**src/sv/stip_pkg.sv**
```systemverilog
// -----------------------------------------------------------------------------
// stip_pkg: shared constants and helpers for the text-to-integer parser
// Character codes, limits, register indexes and the digit decoder.
// -----------------------------------------------------------------------------
`default_nettype none

package stip_pkg;

   localparam int MAX_LEN   = 4096;
   localparam int POS_W     = $clog2(MAX_LEN + 1);
   localparam int VALUE_W   = 64;
   localparam int RADIX_W   = 6;
   localparam int CHAR_W    = 8;
   localparam int CSR_IDX_W = 1;

   localparam logic [CSR_IDX_W-1:0] CSR_RADIX       = 1'd0;
   localparam logic [CSR_IDX_W-1:0] CSR_SIGNED_MODE = 1'd1;

   localparam logic [RADIX_W-1:0] RADIX_AUTO    = 6'd0;
   localparam logic [RADIX_W-1:0] RADIX_OCT     = 6'd8;
   localparam logic [RADIX_W-1:0] RADIX_DEC     = 6'd10;
   localparam logic [RADIX_W-1:0] RADIX_HEX     = 6'd16;
   localparam logic [RADIX_W-1:0] RADIX_MIN     = 6'd2;
   localparam logic [RADIX_W-1:0] RADIX_MAX     = 6'd36;
   localparam logic [RADIX_W-1:0] DIGIT_NONE    = 6'd36;
   localparam logic [RADIX_W-1:0] RESET_RADIX   = RADIX_DEC;

   localparam logic [VALUE_W-1:0] SIGNED_MAX = {1'b0, {(VALUE_W-1){1'b1}}};
   localparam logic [VALUE_W-1:0] SIGNED_MIN = {1'b1, {(VALUE_W-1){1'b0}}};
   localparam logic [VALUE_W-1:0] UNSIGNED_MAX = {VALUE_W{1'b1}};

   localparam logic [CHAR_W-1:0] CH_SPACE = 8'h20;
   localparam logic [CHAR_W-1:0] CH_TAB   = 8'h09;
   localparam logic [CHAR_W-1:0] CH_LF    = 8'h0A;
   localparam logic [CHAR_W-1:0] CH_VT    = 8'h0B;
   localparam logic [CHAR_W-1:0] CH_FF    = 8'h0C;
   localparam logic [CHAR_W-1:0] CH_CR    = 8'h0D;
   localparam logic [CHAR_W-1:0] CH_PLUS  = 8'h2B;
   localparam logic [CHAR_W-1:0] CH_MINUS = 8'h2D;
   localparam logic [CHAR_W-1:0] CH_ZERO  = 8'h30;
   localparam logic [CHAR_W-1:0] CH_NINE  = 8'h39;
   localparam logic [CHAR_W-1:0] CH_LO_A  = 8'h61;
   localparam logic [CHAR_W-1:0] CH_LO_X  = 8'h78;
   localparam logic [CHAR_W-1:0] CH_LO_Z  = 8'h7A;
   localparam logic [CHAR_W-1:0] CH_UP_A  = 8'h41;
   localparam logic [CHAR_W-1:0] CH_UP_X  = 8'h58;
   localparam logic [CHAR_W-1:0] CH_UP_Z  = 8'h5A;

   // Map a character to its digit value 0..35, or DIGIT_NONE.
   function automatic logic [RADIX_W-1:0] digit_of(input logic [CHAR_W-1:0] c);
      logic [RADIX_W-1:0] d;
      d = DIGIT_NONE;
      if (c >= CH_ZERO && c <= CH_NINE) begin
         d = RADIX_W'(c - CH_ZERO);
      end else if (c >= CH_LO_A && c <= CH_LO_Z) begin
         d = RADIX_W'(c - CH_LO_A) + RADIX_DEC;
      end else if (c >= CH_UP_A && c <= CH_UP_Z) begin
         d = RADIX_W'(c - CH_UP_A) + RADIX_DEC;
      end
      return d;
   endfunction

   function automatic logic is_space(input logic [CHAR_W-1:0] c);
      return (c == CH_SPACE) || (c == CH_TAB) || (c == CH_LF) ||
             (c == CH_VT) || (c == CH_FF) || (c == CH_CR);
   endfunction

endpackage

`default_nettype wire

```
**src/sv/string_to_integer_parser.sv**
```systemverilog
// -----------------------------------------------------------------------------
// string_to_integer_parser: streaming strtol/strtoul style integer parser
// One character per transaction; the transaction marked last yields one result.
// -----------------------------------------------------------------------------
// Throughput: one character per cycle, except that a last character stalls while an
//   unread result waits; the multiply-add of the accumulator by the base and its range compare are combinational.
// Latency: the result of a string is valid the cycle after its last character.
// Reset: synchronous, active high; radix returns to 10, signed mode to 1,
//   the parse state to leading whitespace and the result register to empty.
`default_nettype none

module string_to_integer_parser (
   input  wire logic                            clock,
   input  wire logic                            reset,
   input  wire logic                            csr_write,
   input  wire logic [stip_pkg::CSR_IDX_W-1:0]  csr_index,
   input  wire logic [stip_pkg::RADIX_W-1:0]    csr_wdata,
   input  wire logic                            req_valid,
   output      logic                            req_stall,
   input  wire logic [stip_pkg::CHAR_W-1:0]     req_char_code,
   input  wire logic                            req_last_char,
   output      logic                            rsp_valid,
   input  wire logic                            rsp_stall,
   output      logic [stip_pkg::VALUE_W-1:0]    rsp_parsed_value,
   output      logic [stip_pkg::POS_W-1:0]      rsp_consumed_count,
   output      logic                            rsp_digits_seen,
   output      logic                            rsp_range_error
);
   import stip_pkg::*;

   localparam int PROD_W = VALUE_W + RADIX_W;
   localparam logic [POS_W-1:0] POS_LIMIT = POS_W'(MAX_LEN);

   typedef enum logic [2:0] {
      PH_SPACE,
      PH_SIGNED,
      PH_ZERO,
      PH_XSEEN,
      PH_DIGITS,
      PH_DONE
   } phase_type;

   // Configuration registers
   logic [RADIX_W-1:0] radix_ff;
   logic               signed_mode_ff;

   // Parse state
   phase_type          phase_ff,   phase_in;
   logic [VALUE_W-1:0] acc_ff,     acc_in;
   logic               neg_ff,     neg_in;
   logic               any_ff,     any_in;
   logic               ovf_ff,     ovf_in;
   logic [RADIX_W-1:0] eff_ff,     eff_in;
   logic [POS_W-1:0]   pos_ff,     pos_in;
   logic [POS_W-1:0]   end_ff,     end_in;

   // Result register
   logic               rsp_valid_ff;
   logic [VALUE_W-1:0] value_ff;
   logic               negate_ff;
   logic [POS_W-1:0]   count_ff;
   logic               digits_ff;
   logic               range_ff;

   logic               req_accept;
   logic               rsp_accept;
   logic [RADIX_W-1:0] digit;
   logic [RADIX_W-1:0] start_radix;
   logic [RADIX_W-1:0] take_radix;
   logic               try_take;
   logic               digit_ok;
   logic               took;
   logic               zero_prefix;
   logic [PROD_W-1:0]  prod;
   logic [PROD_W-1:0]  limit;
   logic               step_ovf;
   logic [POS_W-1:0]   next_pos;
   logic [VALUE_W-1:0] value_in;
   logic               negate_in;

   // Hold a last character back only while an unread result is still waiting.
   assign req_stall  = rsp_valid_ff & rsp_stall & req_last_char;
   assign req_accept = req_valid & ~req_stall;
   assign rsp_accept = rsp_valid_ff & ~rsp_stall;

   assign digit       = digit_of(req_char_code);
   assign zero_prefix = ((radix_ff == RADIX_AUTO) || (radix_ff == RADIX_HEX)) &&
                        (req_char_code == CH_ZERO);
   // Automatic base: a leading zero means octal, anything else decimal.
   assign start_radix = (radix_ff != RADIX_AUTO) ? radix_ff :
                        (req_char_code == CH_ZERO) ? RADIX_OCT : RADIX_DEC;

   // Pick the base of this character's digit test and whether to try it.
   always_comb begin
      take_radix = eff_ff;
      try_take   = 1'b0;
      unique case (phase_ff)
         PH_SPACE: begin
            take_radix = start_radix;
            try_take   = ~is_space(req_char_code) &&
                         (req_char_code != CH_PLUS) && (req_char_code != CH_MINUS);
         end
         PH_SIGNED: begin
            take_radix = start_radix;
            try_take   = 1'b1;
         end
         PH_ZERO: begin
            try_take = (req_char_code != CH_LO_X) && (req_char_code != CH_UP_X);
         end
         PH_XSEEN: begin
            take_radix = RADIX_HEX;
            try_take   = 1'b1;
         end
         PH_DIGITS: begin
            try_take = 1'b1;
         end
         default: begin
            try_take = 1'b0;
         end
      endcase
   end

   // A base outside 2..36 never takes a digit, which also covers a bad radix.
   assign digit_ok = (take_radix >= RADIX_MIN) && (take_radix <= RADIX_MAX) &&
                     (digit < take_radix);
   assign took     = try_take & digit_ok;

   // acc * base + digit exceeds the limit exactly when the divide-based
   // cutoff test would flag it, so compare the widened sum instead.
   assign prod  = PROD_W'(acc_ff) * PROD_W'(take_radix) + PROD_W'(digit);
   assign limit = signed_mode_ff ? PROD_W'(neg_ff ? SIGNED_MIN : SIGNED_MAX)
                                 : PROD_W'(UNSIGNED_MAX);
   assign step_ovf = prod > limit;

   assign next_pos = (pos_ff < POS_LIMIT) ? pos_ff + POS_W'(1) : POS_LIMIT;

   // Next parse state for the current character.
   always_comb begin
      phase_in = phase_ff;
      acc_in   = acc_ff;
      neg_in   = neg_ff;
      any_in   = any_ff;
      ovf_in   = ovf_ff;
      eff_in   = eff_ff;
      end_in   = end_ff;
      pos_in   = next_pos;
      unique case (phase_ff)
         PH_SPACE, PH_SIGNED: begin
            if (phase_ff == PH_SPACE && is_space(req_char_code)) begin
               phase_in = PH_SPACE;
            end else if (phase_ff == PH_SPACE &&
                         (req_char_code == CH_PLUS || req_char_code == CH_MINUS)) begin
               neg_in   = (req_char_code == CH_MINUS);
               phase_in = PH_SIGNED;
            end else begin
               eff_in   = take_radix;
               phase_in = !took ? PH_DONE : zero_prefix ? PH_ZERO : PH_DIGITS;
            end
         end
         PH_ZERO: begin
            if (!try_take) begin
               phase_in = PH_XSEEN;
            end else begin
               phase_in = took ? PH_DIGITS : PH_DONE;
            end
         end
         PH_XSEEN: begin
            // The prefix counts only when a hex digit follows it.
            if (took) begin
               eff_in = RADIX_HEX;
            end
            phase_in = took ? PH_DIGITS : PH_DONE;
         end
         PH_DIGITS: begin
            phase_in = took ? PH_DIGITS : PH_DONE;
         end
         default: begin
            phase_in = phase_ff;
         end
      endcase
      if (took) begin
         any_in = 1'b1;
         end_in = next_pos;
         if (step_ovf) begin
            ovf_in = 1'b1;
         end else begin
            acc_in = prod[VALUE_W-1:0];
         end
      end
   end

   // Result of a string that closes on this character; negation is applied
   // at the output from the registered magnitude.
   always_comb begin
      value_in  = acc_in;
      negate_in = neg_ff;
      if (!any_in) begin
         value_in  = '0;
         negate_in = 1'b0;
      end else if (ovf_in) begin
         negate_in = 1'b0;
         if (signed_mode_ff) begin
            value_in = neg_ff ? SIGNED_MIN : SIGNED_MAX;
         end else begin
            value_in = UNSIGNED_MAX;
         end
      end
   end

   always_ff @(posedge clock) begin
      if (reset) begin
         radix_ff       <= RESET_RADIX;
         signed_mode_ff <= 1'b1;
      end else if (csr_write) begin
         unique case (csr_index)
            CSR_RADIX:       radix_ff       <= csr_wdata;
            CSR_SIGNED_MODE: signed_mode_ff <= csr_wdata[0];
            default:         radix_ff       <= radix_ff;
         endcase
      end
   end

   always_ff @(posedge clock) begin
      if (reset) begin
         phase_ff <= PH_SPACE;
         acc_ff   <= '0;
         neg_ff   <= 1'b0;
         any_ff   <= 1'b0;
         ovf_ff   <= 1'b0;
         eff_ff   <= '0;
         pos_ff   <= '0;
         end_ff   <= '0;
      end else if (req_accept) begin
         if (req_last_char) begin
            // Start the next string from a clean state.
            phase_ff <= PH_SPACE;
            acc_ff   <= '0;
            neg_ff   <= 1'b0;
            any_ff   <= 1'b0;
            ovf_ff   <= 1'b0;
            eff_ff   <= '0;
            pos_ff   <= '0;
            end_ff   <= '0;
         end else begin
            phase_ff <= phase_in;
            acc_ff   <= acc_in;
            neg_ff   <= neg_in;
            any_ff   <= any_in;
            ovf_ff   <= ovf_in;
            eff_ff   <= eff_in;
            pos_ff   <= pos_in;
            end_ff   <= end_in;
         end
      end
   end

   // Result register: load on a last character, drop once taken.
   always_ff @(posedge clock) begin
      if (reset) begin
         rsp_valid_ff <= 1'b0;
      end else if (req_accept && req_last_char) begin
         rsp_valid_ff <= 1'b1;
      end else if (rsp_accept) begin
         rsp_valid_ff <= 1'b0;
      end
   end

   always_ff @(posedge clock) begin
      if (req_accept && req_last_char) begin
         value_ff  <= value_in;
         negate_ff <= negate_in;
         count_ff  <= any_in ? end_in : '0;
         digits_ff <= any_in;
         range_ff  <= any_in & ovf_in;
      end
   end

   assign rsp_valid          = rsp_valid_ff;
   assign rsp_parsed_value   = negate_ff ? (VALUE_W'(0) - value_ff) : value_ff;
   assign rsp_consumed_count = count_ff;
   assign rsp_digits_seen    = digits_ff;
   assign rsp_range_error    = range_ff;

   a_range_needs_digits: assert property (@(posedge clock) disable iff (reset)
      rsp_valid_ff && range_ff |-> digits_ff)
      else $error("range error flagged on a result without digits");

   a_empty_result: assert property (@(posedge clock) disable iff (reset)
      rsp_valid_ff && !digits_ff |-> (count_ff == '0) && (rsp_parsed_value == '0))
      else $error("result without digits carries a value or count");

   a_count_bounded: assert property (@(posedge clock) disable iff (reset)
      rsp_valid_ff |-> count_ff <= POS_LIMIT)
      else $error("consumed count beyond the length limit");

   a_last_restarts: assert property (@(posedge clock) disable iff (reset)
      req_accept && req_last_char |=> rsp_valid_ff && (phase_ff == PH_SPACE) &&
                                      (pos_ff == '0) && !any_ff)
      else $error("last character did not post a result and restart the parse");

endmodule

`default_nettype wire
```
**config.mk**
```make
export PLATFORM = sky130hd
export DESIGN_NAME = string_to_integer_parser
export DESIGN_NICKNAME = d
export VERILOG_FILES = /design/src/sv/stip_pkg.sv /design/src/sv/string_to_integer_parser.sv
export SDC_FILE = /design/constraint.sdc
export NUM_CORES = 1
export LEC_CHECK = 0
export ABC_AREA = 1
export BUFFER_PORTS_ARGS = -buffer_cell sky130_fd_sc_hd__clkbuf_2
export CORE_ASPECT_RATIO = 0.9
export CORE_MARGIN = 10
export CORE_UTILIZATION = 50
export DETAILED_ROUTE_END_ITERATION = 6
export HOLD_SLACK_MARGIN = 0.03
export PLACE_DENSITY = 0.65
export SKIP_CTS_REPAIR_TIMING = 1
export SLEW_MARGIN = 40
export SYNTH_ARGS = -nofsm -noshare
export SYNTH_HDL_FRONTEND = slang
export SYNTH_SLANG_ARGS = --single-unit
```
**constraint.sdc**
```tcl
create_clock -name clock -period 16.7 [get_ports clock]
set_input_delay 0.835 -clock clock [delete_from_list [all_inputs] [get_ports clock]]
set_output_delay 0.835 -clock clock [all_outputs]
set_load 0.02 [all_outputs]
```
---- After elaboration in Yosys (flattened, before gate mapping) ----
Cells that the tools add are included.
operators by class
  eq/ne operators ......................... 22
  $add $sub $neg .......................... 8
  mux-type cells .......................... 44
  reduce and logical (&&, ||, !) cells .... 36
  multiply operators ...................... 1
  magnitude comparators ................... 11
  bitwise gates (word level) .............. 11
operator list
  kind                   number
  $mux 64                9
  $add 70x6->70          1
  $gt 70x64->1           1
  $mul 64x6->70          1
  $sub 1x64->64 const A  1
  $mux 13                4
  $mux 6                 8
  $eq 8x4->1 const B     5
  $eq 8x6->1 const B     4
  $pmux 6 s2             2
  $mux 3                 6
  $ge 8x7->1 const B     2
  $le 8x7->1 const B     2
  $ne 8x6->1 const B     2
  $ne 8x7->1 const B     2
  $add 13x1->13 const B  1
  $lt 13x13->1 const B   1
  $add 6x4->6 const B    2
  $logic_and 1x1->1      12
  $mux 1                 12
  $sub 6x6->6 const B    2
  $ne 3x3->1 const B     3
  $pmux 3 s3             1
  $ge 8x6->1 const B     1
  26 further kinds       48
word-level totals
  register bits ........................... 190
  output and inout port bits .............. 81

---- Logic depth before layout (Yosys ltp) ----
Gate-level depths: netlist of the first run.
  depth after elaboration ................. 16
  depth in mapped cells ................... 53
  mapped depth without buffers ............ 52

---- Worst setup path after synthesis of the first run ----
OpenSTA, ideal clock, no wires.
  kind .................................... input to register
  from .................................... in req_char_code[0] (netlist name)
  to ...................................... reg value_ff[3], data pin
  path slack .............................. 8.909 ns
  arrival time ............................ 7.526 ns
  setup time .............................. 0.264 ns
  required time ........................... 16.436 ns
  stages .................................. 45
  cells stage by stage .................... inv_1 > ha_1 > nand2_1 > inv_1 > nand2_1 > a21o_1 > nand2_1 > nand2_1 > inv_2 > nor2_1 > fa_1 > inv_1 > fa_1 > inv_1 > fa_1 > inv_1 > fa_1 > inv_1 > [... 9 more ...] > nand3_1 > nand2_1 > nand2_1 > nand2_1 > inv_1 > ha_1 > nand2_1 > nor4_1 > nand2_1 > nor3_1 > nand4_1 > nand2_1 > clkbuf_1 > clkbuf_1 > nand4_1 > and2_1 > nand2_1 > nand2_1
on the way
  cells in the longest elaborated chain, start to end .. 13
  elaborated cells between the ends (all ways) .. 56
  those cells by class .................... add/sub (6); mul (1); order compare (10); eq/ne (11); mux (13); bitwise (2); reduce/logical (13)
ends and longest elaborated chain
  item                                                    RTL line                         text
  start: declaration                                      string_to_integer_parser.sv:20   input wire logic [stip_pkg::CHAR_W-1:0] req_char_code,
  branches (longest 13 deep; another with $mul 64x6->70)  n/a
  end signal: assignment                                  string_to_integer_parser.sv:270  value_ff <= value_in;
  end: declaration                                        string_to_integer_parser.sv:59   logic [VALUE_W-1:0] value_ff;
Several ways; the timed one is not identified.
A chain may end at the register's enable or synchronous reset.

---- Worst setup path in the final report of the first run ----
  from .................................... in req_char_code[0] (netlist name)
  to ...................................... reg value_ff[45], data pin
The elaborated chain is that of the path after synthesis.

==> results of run 1 <==
==> per-stage QoR <==
step | hold slack, ps | instances | cell area, um^2 | power [W]
floorplan | 440.6 | 3895 | 26740 | 0.001168
global placement | 451.6 | 4584 | 27790 | 0.001416
detailed placement | 453.6 | 4586 | 27850 | 0.001426
CTS | 466.6 | 4618 | 28490 | 0.001869
global route | 481.6 | 4619 | 28500 | 0.001996
finish | 465.5 | 4619 | 28500 | 0.001874
==> worst min-delay path, stage by stage (launching register included) <==
cell     delay [ps]
dfxtp_1         310
nand2_1          60
a21oi_1          60
==> worst max path at each step <==
stage              endpoint  slack [ps]  cells after the start
6_report       value_ff[45]        6220                     50
5_1_grt        value_ff[39]        5730                     50
4_1_cts        value_ff[45]        6450                     50
3_5_place_dp   value_ff[45]        5970                     50
3_3_place_gp   value_ff[58]        5810                     49
2_1_floorplan   value_ff[3]        8910                     45
==> power breakdown <==
group          total (W)  leakage [nW]  switching, W  internal, W
Combinational   0.000853          13.0      0.000585     0.000268
Sequential      0.000578          1.66     0.0000477     0.000531
Clock           0.000443         0.306      0.000236     0.000207
Total            0.00187          14.9      0.000868      0.00101
==> cells in the final DEF, fill, tap and decap left out, types with 8 or more instances in the layout <==
cell and count:
or2_1 12, nor2_1 514, edfxtp_1 80, fa_1 252, a21oi_1 220, and2_1 65
nor4_1 16, inv_2 11, nand4_1 90, o21ai_0 84, ha_1 226, nand3_1 154
o21bai_1 24, a31oi_1 10, inv_1 621, dfxtp_1 110, xor2_1 73, nand2_1 1029
o211ai_1 14, buf_4 22, a21o_1 8, nand3b_1 8, clkinv_8 9, xnor2_1 43
clkbuf_16 17, nor3_1 43, clkbuf_2 101
==> metal layers <==
| layer | vias up | part of all wire [%] |
|---|---|---|
| met5 | - | 0 |
| met4 | 0 | 1.9 |
| met3 | 84 | 11 |
| met2 | 1054 | 41 |
| met1 | 11990 | 46 |
| li1 | 12190 | - |
==> cells in the mapped netlist, types with 9 or more instances <==
cell type,count
edfxtp_1,80
buf_1,37
a31oi_1,10
nand4_1,90
xor2_1,73
or2_1,12
nor3_1,43
clkbuf_1,69
nand2_1,1031
inv_1,623
fa_1,252
o21bai_1,24
dfxtp_1,110
nand3_1,154
buf_2,14
ha_1,226
nor2_1,516
a21oi_1,220
o211ai_1,14
xnor2_1,43
o21ai_0,84
buf_4,13
inv_2,9
nor4_1,18
and2_1,65
==> sequential cells by signal, summed over array words and instances (netlist names) <==
register	count
rsp_consumed_count	13
neg_ff	1
radix_ff	6
value_ff	64
signed_mode_ff	1
acc_ff	64
phase_ff	3
rsp_range_error	1
any_ff	1
eff_ff	6
end_ff	13
negate_ff	1
rsp_digits_seen	1
ovf_ff	1
pos_ff	13
rsp_valid	1
==> layout make-up <==
class                           count  area, um^2
Timing Repair Buffer              128       744.5
Fill cell                        5289       24450
Inverter                          634        2380
Multi-Input combinational cell   2938       19260
Tap cell                          697       872.1
Sequential cell                   190        4604
Clock inverter                     15       215.2
Clock buffer                       17       425.4
==> logic make-up (layout without fill, tap and decap cells) <==
group                      after synthesis  in the layout  share of synthesized area, %
AOI/OAI and AO/OA                      389            389                         8.057
xor gates and xnor gates               116            116                         3.799
adders and majority gates              478            478                         29.44
buffers and inverters                  767            794                         11.01
DFF                                    190            190                         17.22
and+or+nand+nor                       1955           1955                         30.48
==> metrics.md, run 1 <==
| Metric | Value |
|---|---|
| EDFF count, synth | `80` |
| Num rows | `80` |
| Leakage | `14.92 nW` |
| Worst setup SP type | `primary input` |
| Post-Route WL | `86470 um` |
| GR Util met3 | `6.789%` |
| Max Cap Violations | `0` |
| CTS Buffer Depth | `2` |
| Post-synth ARST share | `0%` |
| Post-synth net total | `4394` |
| Final net count | `4408` |
| Num Clock Sinks | `190` |
| Remaining antenna violation count after routing | `0` |
| Worst Path Arrival | `10830 ps` |
| Synth Warn # | `0` |
| PD cells | `65.76 nW/um^2` |
| Mapped Cells | `3895` |
| # diodes | `0` |
| DIE AREA | `63150 um^2` |
| DRT Pass-1 Iters | `6` |
| Drt wl/cell | `18.72 um` |
| Hold EP | `end_ff[11]` |
| GR peak layer | `met2` |
| PnR worst setup slack | `6221 ps` |
| Skew-Pair Late Insertion Delay | `500 ps` |
| Port Buf Inserts | `101` |
| Detailed Route Iter0 Violations | `2270` |
| CTS tree | `yes` |
| Util after Layout | `53.82%` |
| First-pass GRT wire length | `136900 um` |
| CP max stage cell | `buf_4` |
| Worst R2R End | `value_ff[45]` |
| RSZ-0062 raised after global routing | `no` |
| Worst Setup End Kind | `register` |
| Final setup vio count | `0` |
| Worst hold stages | `2` |
| GR Util met1 | `39.63%` |
| Final Hold Vio Count | `0` |
| Die X | `263.8 um` |
| Core area | `52950 um^2` |
| Most used cell, CP | `nand2_1` |
| Initial Utilization | `50.51%` |
| Clock Skew | `17.52 ps` |
| Setup TNS | `0 ps` |
| Top cells by area, synth | `fa_1 19%, nand2_1 14%, ha_1 11%` |
| Most used flip-flop cell after synthesis | `dfxtp_1` |
| CP max FO | `51` |
| CP top delay family | `adder cells` |
| Dominant cell type by area after synthesis | `fa_1` |
| Area growth syn-to-layout | `6.559%` |
| Tcrit/Tclk final | `62.75%` |
| Grt met2 use | `39.94%` |
| TritonCTS buffer count | `17` |
| Hold Path Class | `reg2reg` |
| CTS clk-pin slew, worst paths | `80 ps` |
| Largest net degree at the start of global routing | `79` |
| IO Pins | `102` |
| Worst-Margin Slew | `878.3 ps` |
| Peak supply drop | `0.08651 mV` |
| Final HPWL DP | `68800 um` |
| Syn_area_per_cell | `6.866 um^2` |
| Synthesis-stage register bit count | `190` |
| Routed vias | `25320` |
| Synth unique cells | `47` |
| CP required | `17050 ps` |
| Share of the synthesized area in the top cell type | `18.86%` |
| Fin crit period | `10480 ps` |
| R2R cell count | `46` |
| Via/cell ratio | `5.481` |
| GRT Resource Usage Total | `27.34%` |
| Clock root cell | `clkbuf_16` |
| CP Class | `in2reg` |
| Worst setup startpoint | `req_char_code[0]` |
| Worst R2R Start | `phase_ff[1]` |
| Grt ovf | `0` |
| Die H | `239.4 um` |
| Largest stage delay, worst path | `600 ps` |
| Dpl ws | `5969 ps` |
| Routability Congestion | `0.9857` |
| DRC | `0` |
| Sequential share of the synthesized area | `17.22%` |
| H-Tree Depth | `4` |
| Status | `completed` |
| Upper clock frequency limit | `95.43 MHz` |
| Slew Limit Fails | `0` |
| R2r setup slk | `6320 ps` |
| Layout cells sized above 1 | `5.048%` |
| Hold path start | `end_ff[11]` |
| Slew HR | `41.45%` |
| Post-Synthesis Cell Area | `26740 um^2` |
| Vias in the first global route | `24050` |
| CP bufs+invs | `15` |
| Antenna violations before repair | `0` |
(Power assumes the default switching activity.)
==> inputs of run 2 (changes only) <==
--- a/config.mk
+++ b/config.mk
@@ -5,14 +5,14 @@
 export SDC_FILE = /design/constraint.sdc
 export NUM_CORES = 1
 export LEC_CHECK = 0
-export ABC_AREA = 1
+export ABC_AREA = 0
 export BUFFER_PORTS_ARGS = -buffer_cell sky130_fd_sc_hd__clkbuf_2
 export CORE_ASPECT_RATIO = 0.9
 export CORE_MARGIN = 10
 export CORE_UTILIZATION = 50
 export DETAILED_ROUTE_END_ITERATION = 6
 export HOLD_SLACK_MARGIN = 0.03
-export PLACE_DENSITY = 0.65
+export PLACE_DENSITY = 0.67
 export SKIP_CTS_REPAIR_TIMING = 1
 export SLEW_MARGIN = 40
 export SYNTH_ARGS = -nofsm -noshare
==> constraint.sdc (replaced) <==
create_clock -name clock -period 9.3 [get_ports clock]
set_input_delay 0.465 -clock clock [delete_from_list [all_inputs] [get_ports clock]]
set_output_delay 0.465 -clock clock [all_outputs]
set_load 0.02 [all_outputs]
==> run 2 against run 1 <==
Die area decreased by 7.7%. Sequential cell count unchanged. Critical path depth shrank 11. Critical path type is now reg2reg. Clock-buffer cell count is 1 higher.
==> metrics.md, run 2 <==
| Metric | Value |
|---|---|
| Commonest non-fill, non-tap cell in the layout | `nand2_1` |
| CTS tree | `yes` |
| Share of the synthesized area in the top cell type | `20.58%` |
| Most frequent cells in the layout | `312 x nand2_1, 251 x fa_1, 242 x and2_1` |
| CTS clk-pin slew, worst paths | `90 ps` |
| Post-synth net total | `3266` |
| Remaining antenna violation count after routing | `0` |
| Sequential share of the synthesized area | `18.78%` |
| Worst-Margin Slew | `810.4 ps` |
| R2R cell count | `39` |
| Die H | `230.1 um` |
| Die X | `253.4 um` |
| Top cells by area, synth | `fa_1 21%, ha_1 12%, edfxtp_1 9.8%` |
| CP Class | `reg2reg` |
| H-Tree Depth | `4` |
| Total placed cells including tap cells | `3559` |
| IO Pins | `102` |
| PD cells | `73.85 nW/um^2` |
| Largest stage delay, worst path | `550 ps` |
| Via/cell ratio | `6.055` |
| Tcrit/Tclk final | `98.97%` |
| DIE AREA | `58300 um^2` |
| Grt ovf | `0` |
| CP required | `9690 ps` |
| Worst R2R End | `acc_ff[3]` |
| Synth Warn # | `0` |
| Setup TNS | `0 ps` |
| Skew-Pair Late Insertion Delay | `490 ps` |
| Slew Limit Fails | `0` |
| Num rows | `76` |
| Hold path start | `csr_wdata[3]` |
| Hold EP | `radix_ff[3]` |
| CTS Buffer Depth | `2` |
| Final net count | `3496` |
| DRT Pass-1 Iters | `6` |
| Routed vias | `22020` |
| Final Non-Filler Cells | `3637` |
| CP top delay family | `compound AO/OA/AOI/OAI gates` |
| Post-synth ARST share | `0%` |
| Largest net degree at the start of global routing | `65` |
| Most used flip-flop cell after synthesis | `dfxtp_1` |
| TritonCTS buffer count | `17` |
| Dominant cell type by area after synthesis | `fa_1` |
| Regs by FF count | `acc_ff: 64 flops, value_ff: 64 flops` |
| CP max stage cell | `or4_4` |
| Antenna violations before repair | `1` |
| GRT Resource Usage Total | `25.84%` |
| Most numerous cell in the Yosys netlist | `nand2_1` |
| Synth unique cells | `87` |
| Vias in the first global route | `21290` |
| Status | `completed` |
| Peak supply drop | `0.1485 mV` |
| DRC | `0` |
| Commonest cells in the netlist | `316 x nand2_1, 252 x fa_1, 246 x and2_1, 226 x ha_1, 205 x inv_1` |
| Drt wl/cell | `22.52 um` |
| Max Cap Violations | `0` |
| Mapped Cells | `2767` |
| R2r setup slk | `100 ps` |
| Area growth syn-to-layout | `20.62%` |
| Synthesis-stage register bit count | `190` |
| Post-Route WL | `81890 um` |
| Final Hold Vio Count | `0` |
| Util after Layout | `61.34%` |
| Upper clock frequency limit | `108.7 MHz` |
| Clock root cell | `clkbuf_16` |
| Syn_area_per_cell | `8.860 um^2` |
| Routability Congestion | `0.9726` |
| Worst hold stages | `2` |
| Total power | `0.002184 W` |
| Num Clock Sinks | `190` |
| Most used cell, CP | `buf_4` |
| Final HPWL DP | `59930 um` |
| Slew HR | `45.84%` |
| Core area | `48210 um^2` |
| EDFF count, synth | `80` |
| Clock Skew | `16.24 ps` |
| Fin crit period | `9204 ps` |
| Worst Path Arrival | `9590 ps` |
| CP bufs+invs | `10` |
| Worst Setup End Kind | `register` |
| Post-Synthesis Cell Area | `24520 um^2` |
| Hold slack | `207.7 ps` |
| Worst setup SP type | `register` |
| Port Buf Inserts | `101` |
| Final setup vio count | `0` |
| Layout cells sized above 1 | `20.23%` |
| Leakage | `13.70 nW` |
| CP max FO | `11` |
| Hold Path Class | `in2reg` |
| First-pass GRT wire length | `120100 um` |
| Initial Utilization | `50.85%` |
| Worst R2R Start | `radix_ff[5]` |
| Detailed Route Iter0 Violations | `2133` |
## run 2: changes by cell type in the layout (fill, tap and decap cells not counted), moves of 111 or more
cell | previous run | this run
nand2_1 | 1029 | 312
inv_1 | 621 | 203
nor2_1 | 514 | 113
buf_4 | 22 | 226
and2_1 | 65 | 242
o21ai_1 | 1 | 112
## run 2: cells by family after synthesis
family          share of synthesized area, %
buf+inv                                5.910
compound gates                         15.70
simple gates                           19.53
mux                                    3.144
flops                                  18.78
xor+xnor                               4.823
fa+ha+maj                              32.11
## run 2: per-stage QoR
| stage | instance area (um^2) | worst slack, ps |
|---|---|---|
| 6_report | 29570 | 96.20 |
| 3_3_place_gp | 27030 | -494.0 |
| 5_1_grt | 29560 | -162.3 |
| 3_5_place_dp | 27030 | -637.8 |
| 2_1_floorplan | 24520 | 394.8 |
| 4_1_cts | 27690 | -471.6 |
## run 2: power by group
part / internal (W) / total, W / leakage (nW) / switching [W]
registers: 0.000884 / 0.000906 / 1.66 / 0.0000215
clock network: 0.000390 / 0.000816 / 0.313 / 0.000426
logic: 0.000173 / 0.000462 / 11.7 / 0.000289
total: 0.00145 / 0.00218 / 13.7 / 0.000737
## run 2: worst max-delay path by stage
stage	startpoint	endpoint	cells past startpoint
after detailed placement	req_char_code[1]	value_ff[13]	37
after floorplan	radix_ff[5]	value_ff[53]	37
final	radix_ff[5]	acc_ff[3]	39
after global routing	radix_ff[5]	value_ff[16]	39
after CTS	radix_ff[5]	acc_ff[34]	35
after global placement	req_char_code[0]	acc_ff[36]	40
## run 2: area by class of cell
type / count / area, um^2
multi-input cells: 2212 / 19670
fillers: 4000 / 18640
flip-flops and latches: 190 / 4606
repair buffers: 371 / 3083
well taps: 624 / 780.7
inverters: 205 / 769.5
clock buffers: 18 / 450.4
clock inverters: 14 / 202.7
diodes: 3 / 7.507
## run 2: metal layers
layer / vias up / track usage (%) / share of wire (%)
met5: - / 0 / 0
met4: 0 / 5.736 / 2.3
met3: 125 / 5.401 / 8.9
met2: 923 / 40.69 / 45
met1: 10950 / 35.78 / 44
li1: 10020 / - / -
